<file path="src/rtl/core/rse_pkg.sv">
`timescale 1ns / 1ps
// ----------------------------------------------------------------------------
// rse_pkg
// Shared types, constants and GF(256) helpers for the Reed-Solomon encoder.
// ----------------------------------------------------------------------------
package rse_pkg;

    // field and data widths
    localparam int unsigned BYTE_W     = 8;
    localparam int unsigned ECC_LEN_W  = 5;
    localparam logic [8:0]  FIELD_POLY = 9'h11D;
    localparam logic [ECC_LEN_W-1:0] RESET_ECC_LEN = 5'd10;

    // register map index of the length register
    localparam logic REG_ECC_LENGTH = 1'b0;

    // sequencer states
    typedef enum logic [1:0] {
        ST_CLEAR,
        ST_BUILD,
        ST_RUN
    } rse_state_t;

    // per-cycle command broadcast to every cell
    typedef struct packed {
        logic              clear;      // zero remainder and coefficient
        logic              build;      // one generator multiply step
        logic              enc;        // one data byte enters the division
        logic              last;       // that byte closes the block
        logic              shift_out;  // output row advances one byte
        logic [BYTE_W-1:0] mul_b;      // root while building, feedback otherwise
    } rse_cell_ctrl_t;

    // multiply by alpha (x) modulo the field polynomial
    function automatic logic [BYTE_W-1:0] gf_xtime(input logic [BYTE_W-1:0] v);
        gf_xtime = {v[BYTE_W-2:0], 1'b0} ^ (v[BYTE_W-1] ? FIELD_POLY[BYTE_W-1:0]
                                                        : {BYTE_W{1'b0}});
    endfunction

    // full GF(256) product, shift-and-add over the bits of b
    function automatic logic [BYTE_W-1:0] gf_mul(input logic [BYTE_W-1:0] a,
                                                 input logic [BYTE_W-1:0] b);
        logic [BYTE_W-1:0] x;
        logic [BYTE_W-1:0] acc;
        x   = a;
        acc = '0;
        for (int k = 0; k < BYTE_W; k++) begin
            if (b[k]) begin
                acc = acc ^ x;
            end
            x = gf_xtime(x);
        end
        gf_mul = acc;
    endfunction

endpackage

</file>
<file path="src/rtl/core/rse_cell.sv">
`timescale 1ns / 1ps
// ----------------------------------------------------------------------------
// rse_cell
// One tap of the encoder row: holds a remainder byte, a generator coefficient
// and an output byte, with a single shared GF(256) multiplier.
// ----------------------------------------------------------------------------
module rse_cell (
    input  logic                          aclk,
    input  rse_pkg::rse_cell_ctrl_t       ctrl,
    input  logic [rse_pkg::BYTE_W-1:0]    rem_in,     // remainder of the next cell
    input  logic [rse_pkg::BYTE_W-1:0]    coef_in,    // coefficient of the previous cell
    input  logic [rse_pkg::BYTE_W-1:0]    out_in,     // output byte of the next cell
    output logic [rse_pkg::BYTE_W-1:0]    rem_out,
    output logic [rse_pkg::BYTE_W-1:0]    coef_out,
    output logic [rse_pkg::BYTE_W-1:0]    out_out
);
    import rse_pkg::*;

    logic [BYTE_W-1:0] rem_reg,  rem_next;
    logic [BYTE_W-1:0] coef_reg, coef_next;
    logic [BYTE_W-1:0] out_reg,  out_next;
    logic [BYTE_W-1:0] mul_a;
    logic [BYTE_W-1:0] prod;
    logic [BYTE_W-1:0] rem_upd;

    // shared multiplier: neighbor coefficient times root while building,
    // own coefficient times feedback while encoding
    assign mul_a   = ctrl.build ? coef_in : coef_reg;
    assign prod    = gf_mul(mul_a, ctrl.mul_b);
    assign rem_upd = rem_in ^ prod;

    // next values
    always_comb begin
        rem_next  = rem_reg;
        coef_next = coef_reg;
        out_next  = out_reg;
        if (ctrl.clear) begin
            rem_next  = '0;
            coef_next = '0;
        end else if (ctrl.build) begin
            coef_next = coef_reg ^ prod;
        end else if (ctrl.enc) begin
            rem_next = ctrl.last ? '0 : rem_upd;
        end
        if (ctrl.enc && ctrl.last) begin
            out_next = rem_upd;
        end else if (ctrl.shift_out) begin
            out_next = out_in;
        end
    end

    // cell storage
    always_ff @(posedge aclk) begin
        rem_reg  <= rem_next;
        coef_reg <= coef_next;
        out_reg  <= out_next;
    end

    assign rem_out  = rem_reg;
    assign coef_out = coef_reg;
    assign out_out  = out_reg;

endmodule

</file>
<file path="src/rtl/core/reed_solomon_ecc_encoder_core.sv">
`timescale 1ns / 1ps
// ----------------------------------------------------------------------------
// reed_solomon_ecc_encoder_core
// Systematic Reed-Solomon encoder over GF(256), polynomial 0x11D, built as a
// row of identical cells with one multiplier each.
// ----------------------------------------------------------------------------
//  channel   direction  tdata / data           tlast / flag
//  s_axis    in         [7:0] data_byte        block_end
//  m_axis    out        [7:0] ecc_byte         run_last
//  apb       in/out     reg 0 ecc_length[4:0]  -
//
//  one data byte per cycle while s_axis_tready is high: every cell updates its remainder in parallel
//  correction bytes leave one per cycle while m_axis_tready is high, from cell 0 of the output row
//  after reset or a length write, the generator is rebuilt in the cell row: a clear
//  state, then build steps over the saturated length, with s_axis_tready low
//  a block-end byte waits until the previous block's correction bytes are
//  gone or the last of them is taken in the same cycle; other bytes are taken
//  regardless
//  reset is synchronous, active low
// ----------------------------------------------------------------------------
module reed_solomon_ecc_encoder_core #(
    parameter int unsigned MAX_ECC = 30
) (
    input  logic                          aclk,
    input  logic                          aresetn,
    // input stream
    input  logic                          s_axis_tvalid,
    output logic                          s_axis_tready,
    input  logic [7:0]                    s_axis_tdata,   // [7:0] data_byte
    input  logic                          s_axis_tlast,
    // result stream
    output logic                          m_axis_tvalid,
    input  logic                          m_axis_tready,
    output logic [7:0]                    m_axis_tdata,   // [7:0] ecc_byte
    output logic                          m_axis_tlast,
    // register port
    input  logic                          psel,
    input  logic                          penable,
    input  logic                          pwrite,
    input  logic [2:0]                    paddr,
    input  logic [31:0]                   pwdata,
    output logic [31:0]                   prdata,
    output logic                          pready
);
    import rse_pkg::*;

    localparam int unsigned CNT_W = $clog2(MAX_ECC + 1);

    rse_state_t             state_reg, state_next;
    logic [ECC_LEN_W-1:0]   len_reg,   len_next;
    logic [CNT_W-1:0]       build_cnt_reg, build_cnt_next;
    logic [CNT_W-1:0]       out_cnt_reg,   out_cnt_next;
    logic [BYTE_W-1:0]      root_reg,  root_next;
    logic [CNT_W-1:0]       eff_len;
    logic                   cfg_wr;
    logic                   in_acc;
    logic                   out_acc;
    logic                   out_free;
    logic [BYTE_W-1:0]      factor;
    rse_cell_ctrl_t         cell_ctrl;

    logic [BYTE_W-1:0] rem_link  [MAX_ECC+1];
    logic [BYTE_W-1:0] coef_link [MAX_ECC+1];
    logic [BYTE_W-1:0] out_link  [MAX_ECC+1];

    // register port
    assign pready = 1'b1;
    assign cfg_wr = psel && penable && pwrite && pready && (paddr[2] == REG_ECC_LENGTH);
    assign prdata = (paddr[2] == REG_ECC_LENGTH) ? {{(32-ECC_LEN_W){1'b0}}, len_reg}
                                                 : 32'd0;

    // effective length, saturated to 1 .. MAX_ECC
    always_comb begin
        if (len_reg == '0) begin
            eff_len = CNT_W'(1);
        end else if (int'(len_reg) > int'(MAX_ECC)) begin
            eff_len = CNT_W'(MAX_ECC);
        end else begin
            eff_len = CNT_W'(len_reg);
        end
    end

    // handshakes
    assign out_free      = (out_cnt_reg == '0) ||
                           ((out_cnt_reg == CNT_W'(1)) && m_axis_tready);
    assign s_axis_tready = (state_reg == ST_RUN) && (!s_axis_tlast || out_free);
    assign in_acc        = s_axis_tvalid && s_axis_tready;
    assign m_axis_tvalid = (out_cnt_reg != '0);
    assign m_axis_tlast  = (out_cnt_reg == CNT_W'(1));
    assign out_acc       = m_axis_tvalid && m_axis_tready;
    assign m_axis_tdata  = out_link[0];

    // feedback byte of the division
    assign factor = s_axis_tdata ^ rem_link[0];

    // sequencer next state and cell commands
    always_comb begin
        state_next     = state_reg;
        len_next       = len_reg;
        build_cnt_next = build_cnt_reg;
        root_next      = root_reg;
        cell_ctrl      = '0;
        case (state_reg)
            ST_CLEAR: begin
                cell_ctrl.clear = 1'b1;
                build_cnt_next  = eff_len;
                root_next       = 8'h01;
                state_next      = ST_BUILD;
            end
            ST_BUILD: begin
                cell_ctrl.build = 1'b1;
                cell_ctrl.mul_b = root_reg;
                root_next       = gf_xtime(root_reg);
                build_cnt_next  = build_cnt_reg - CNT_W'(1);
                if (build_cnt_reg == CNT_W'(1)) begin
                    state_next = ST_RUN;
                end
            end
            ST_RUN: begin
                cell_ctrl.enc   = in_acc;
                cell_ctrl.last  = s_axis_tlast;
                cell_ctrl.mul_b = factor;
            end
            default: begin
                state_next = ST_CLEAR;
            end
        endcase
        cell_ctrl.shift_out = out_acc;
        if (cfg_wr) begin
            len_next   = pwdata[ECC_LEN_W-1:0];
            state_next = ST_CLEAR;
        end
    end

    // output byte count
    always_comb begin
        out_cnt_next = out_cnt_reg;
        if (in_acc && s_axis_tlast) begin
            out_cnt_next = eff_len;
        end else if (out_acc) begin
            out_cnt_next = out_cnt_reg - CNT_W'(1);
        end
    end

    // control registers
    always_ff @(posedge aclk) begin
        if (!aresetn) begin
            state_reg     <= ST_CLEAR;
            len_reg       <= RESET_ECC_LEN;
            build_cnt_reg <= '0;
            out_cnt_reg   <= '0;
            root_reg      <= 8'h01;
        end else begin
            state_reg     <= state_next;
            len_reg       <= len_next;
            build_cnt_reg <= build_cnt_next;
            out_cnt_reg   <= out_cnt_next;
            root_reg      <= root_next;
        end
    end

    // row ends
    assign rem_link[MAX_ECC] = '0;
    assign out_link[MAX_ECC] = '0;
    assign coef_link[0]      = 8'h01;

    // cell row
    for (genvar j = 0; j < MAX_ECC; j++) begin : g_cell
        rse_cell u_cell (
            .aclk     (aclk),
            .ctrl     (cell_ctrl),
            .rem_in   (rem_link[j+1]),
            .coef_in  (coef_link[j]),
            .out_in   (out_link[j+1]),
            .rem_out  (rem_link[j]),
            .coef_out (coef_link[j+1]),
            .out_out  (out_link[j])
        );
    end

`ifndef SYNTHESIS
    // no byte is taken while the generator is being rebuilt
    a_no_accept_in_build: assert property (@(posedge aclk) disable iff (!aresetn)
        (state_reg != ST_RUN) |-> !s_axis_tready)
        else $error("input accepted during generator rebuild");

    // a block end always produces correction bytes next cycle
    a_block_end_emits: assert property (@(posedge aclk) disable iff (!aresetn)
        (in_acc && s_axis_tlast) |=> m_axis_tvalid)
        else $error("block end did not start correction output");

    // a non-final correction byte is always followed by another
    a_run_continues: assert property (@(posedge aclk) disable iff (!aresetn)
        (out_acc && !m_axis_tlast) |=> m_axis_tvalid)
        else $error("correction run stopped before its last byte");

    // rebuild finishes after its count unless restarted
    a_build_done: assert property (@(posedge aclk) disable iff (!aresetn)
        (state_reg == ST_BUILD && build_cnt_reg == CNT_W'(1) && !cfg_wr)
        |=> (state_reg == ST_RUN))
        else $error("generator rebuild did not finish");
`endif

endmodule

</file>
<file path="config.mk">
export PLATFORM = sky130hd
export DESIGN_NAME = reed_solomon_ecc_encoder_core
export DESIGN_NICKNAME = d
export VERILOG_FILES = /design/src/rtl/core/rse_pkg.sv /design/src/rtl/core/rse_cell.sv /design/src/rtl/core/reed_solomon_ecc_encoder_core.sv
export SDC_FILE = /design/constraint.sdc
export NUM_CORES = 2
export LEC_CHECK = 0
export ABC_AREA = 0
export ABC_CLOCK_PERIOD_IN_PS = 11000
export BUFFER_PORTS_ARGS = -buffer_cell sky130_fd_sc_hd__buf_2
export CAP_MARGIN = 15
export CORE_AREA = 2 2 415 314
export DETAILED_ROUTE_END_ITERATION = 8
export DIE_AREA = 0 0 417 316
export PLACE_DENSITY = 0.85
export SETUP_SLACK_MARGIN = 0.15
export SYNTH_ARGS = -nofsm -noshare
export SYNTH_HDL_FRONTEND = slang
export SYNTH_SLANG_ARGS = --single-unit
</file>
<file path="constraint.sdc">
create_clock -name aclk -period 11 [get_ports aclk]
set_clock_uncertainty 0.2 [all_clocks]
set_input_delay 2.2 -clock aclk [delete_from_list [all_inputs] [get_ports aclk]]
set_output_delay 2.2 -clock aclk [all_outputs]
set_load 0.01 [all_outputs]
</file>
==> impl_metrics.yaml <==
outcome:
  outcome: "finished with violations"
  violations: "DRC"
global_route:
  first_global_vias: 64200
  track_usage: 0.387
  grt_max_degree: 165
  use_met1: 0.530
  globalRouteMet3Util: 0.132
  gr-total-overflow: 0
  use_met2: 0.538
  busiest_layer: "met2"
  antenna_found_initial: 11
  grt_pass1_wl_um: 394000
synth:
  synthFlopType: "dfxtp_1"
  avgSynthCellArea_um2: 8.58
  synth_top_family_by_area: "XOR/XNOR gates"
  yosys-top-cells-area: "xnor2_1 (18%), dfxtp_1 (13%), xnor3_1 (11%)"
  yosysTopAreaCellShare: 0.175
  netlist_instances: 9035
  synth_fa_ha_area_frac: 0.00129
  ys_types: 95
  synthSimpleGateAreaFrac: 0.152
  ys_top_cells_by_count: "xnor2_1 (1552), nor2_1 (1272), nand2_1 (965)"
  synthXorXnorAreaFrac: 0.348
  synth_edf_count: 240
  ys_async_sr_fraction: 0
  post-synth-top-count-cell: "xnor2_1"
  yosysTopAreaCell: "xnor2_1"
  netlist_area_mm2: 0.0775
  ys_ff_latch: 745
  synth.area.mux_share: 0.113
  synth-compound-area-share: 0.108
  ys_seq_area_frac: 0.223
  yosysWarnings: 0
worst_setup_path:
  crit_path_max_incr_delay_ns: 0.94
  crit_fanout: 63
  crit_chain: "buf_2 -> xor2_1 -> a22o_4 -> buf_4 -> nand2_4 -> buf_4 -> nand2_1 -> o22ai_1 -> xnor2_1 -> xor2_1 -> xor2_1 -> o21ai_0"
  worstPathRequired_ns: 11.25
  cp_common_cell: "xor2_1"
  cp.arrival_ns: 7.08
  cpMaxStageDelayCell: "buf_4"
  critPathCaptureType: "flop"
  worst_setup_path_start_kind: "primary input"
  path_class: "primary input to flop"
clock_network:
  path_clk_slew_ns: 0.06
  clockRootBuffer: "clkbuf_16"
  postCtsHoldBufs: 0
  insertion_delay_ns: 0.72
  cts_tree: "yes"
  cts_buffer_depth: 3
  numClockSinks: 745
  cts_buffers: 80
  htreeDepth: 3
  postCtsResizedCells: 0
  post_cts_buffers: 0
drt:
  drt_iter0_drc: 11600
  wl_per_cell_um: 25.9
  vias_per_cell: 6.67
  vias: 68100
  drtPass1Iterations: 9
  wirelength_um: 264000
  antenna_left: 0
  drc_errors: 8
finish:
  regArea_mm2: 0.0173
  drive_above_1_share: 0.0873
  syn2layout_area_growth_pct: 3.26
  final_nets: 8518
  multi_input_area_mm2: 0.0563
  instances_no_fill: 10200
  n_fill_cell: 10200
  design_area_mm2: 0.0801
  final_util: 0.626
pwr:
  p_leak_nw: 28.0
  p_int_w: 0.00627
  pwr-share-comb: 0.406
  p_clk_frac: 0.270
  p_total_w: 0.0113
  swShare: 0.443
  seqPwrFrac: 0.323
  p_per_area_mw_per_mm2: 141
  switchingPower_w: 0.00498
  peakVddDrop_uv: 309
placed_design:
  place_hpwl_um: 169000
  io_buffers: 37
  placed_area_mm2: 0.0772
  dp.cells: 10100
  place_congestion: 0.971
sta:
  fin_crit_ns: 6.83
  fin_setup_tns_ns: 0
  rsz0062_at_grt: "no"
  min_period_over_period: 0.621
  worst_slew_pin_slew_ns: 1.38
  timing_hold_violations_final: 0
  finalSetupViolations: 0
  final_max_slew_viol_count: 0
  fmax_mhz: 146
  max-slew-margin-rel: 0.0705
floorplanning:
  rows: 114
  core_area_mm2: 0.128
  dieHeight_um: 316
  die_w_um: 417
  initial_core_util: 0.606
  ios: 95
  die-area_mm2: 0.132
worst_hold_path:
  hold_class: "flop to flop"
run:
  maxCapViolCount: 0
-- layout make-up --
class / count / area share
repair buffers: 163 / 0.0164
multi-input cells: 7431 / 0.703
inverters: 38 / 0.00191
clock buffers: 95 / 0.0263
clock inverters: 55 / 0.00933
diodes: 8 / 0.000250
flip-flops and latches: 745 / 0.216
well taps: 1682 / 0.0263
-- power by group through the flow --
stage	registers, W	clock network, W	logic [W]
5_1_grt	0.00366	0.00314	0.00464
3_3_place_gp	0.00367	0	0.00424
3_5_place_dp	0.00367	0	0.00433
2_1_floorplan	0.00371	0	0.00313
6_report	0.00364	0.00304	0.00457
4_1_cts	0.00362	0.00304	0.00434
-- cells in the final DEF (no fill, tap or decap), drive strengths merged, types with 126 or more instances in the layout --
master  instances
o21ai         403
xor2          522
buf           163
dfxtp         505
nor2         1273
nor3          154
nand2         965
mux2i         546
a22o          126
mux2          251
xnor3         367
nand3         172
xnor2        1564
edfxtp        240
a21oi         291
-- stage by stage --
stage          worst slack, ns  hold slack (ns)
6_report                  4.17            0.264
5_1_grt                   4.33            0.289
4_1_cts                   4.64            0.266
3_5_place_dp              3.89            0.250
3_3_place_gp              3.97            0.238
2_1_floorplan             1.60            0.225
-- metal layers --
metal | vias up | part of all wire
li1 | 29200 | -
met1 | 32200 | 0.38
met2 | 5540 | 0.40
met3 | 1166 | 0.16
met4 | 18 | 0.059
met5 | - | 0.00044
-- cell families after synthesis --
| kind of cell | after synthesis |
|---|---|
| flops | 745 |
| xor+xnor | 2466 |
| compound gates | 1301 |
| buf+inv | 885 |
| other cells | 2 |
| mux | 797 |
| fa+ha+maj | 8 |
| simple gates | 2831 |
-- worst max-delay path: cells and delay by family --
family	cells	cell delay, ns
compound gates	3	1.10
xor+xnor	4	0.81
buf+inv	3	1.42
simple gates	2	1.36
-- worst paths after layout --
path                                startpoint                            to  slack [ns]  depth (start not counted)
hold / removal    g_cell[15].u_cell.rem_out[2]  g_cell[15].u_cell.rem_out[2]        0.26                          2
setup reg to reg                  state_reg[0]  g_cell[10].u_cell.out_out[6]        4.24                         13
setup / recovery               s_axis_tdata[2]   g_cell[8].u_cell.out_out[3]        4.17                         12
hold reg to reg   g_cell[15].u_cell.rem_out[2]  g_cell[15].u_cell.rem_out[2]        0.26                          2
No activity file was read; power rests on OpenSTA's default activity.
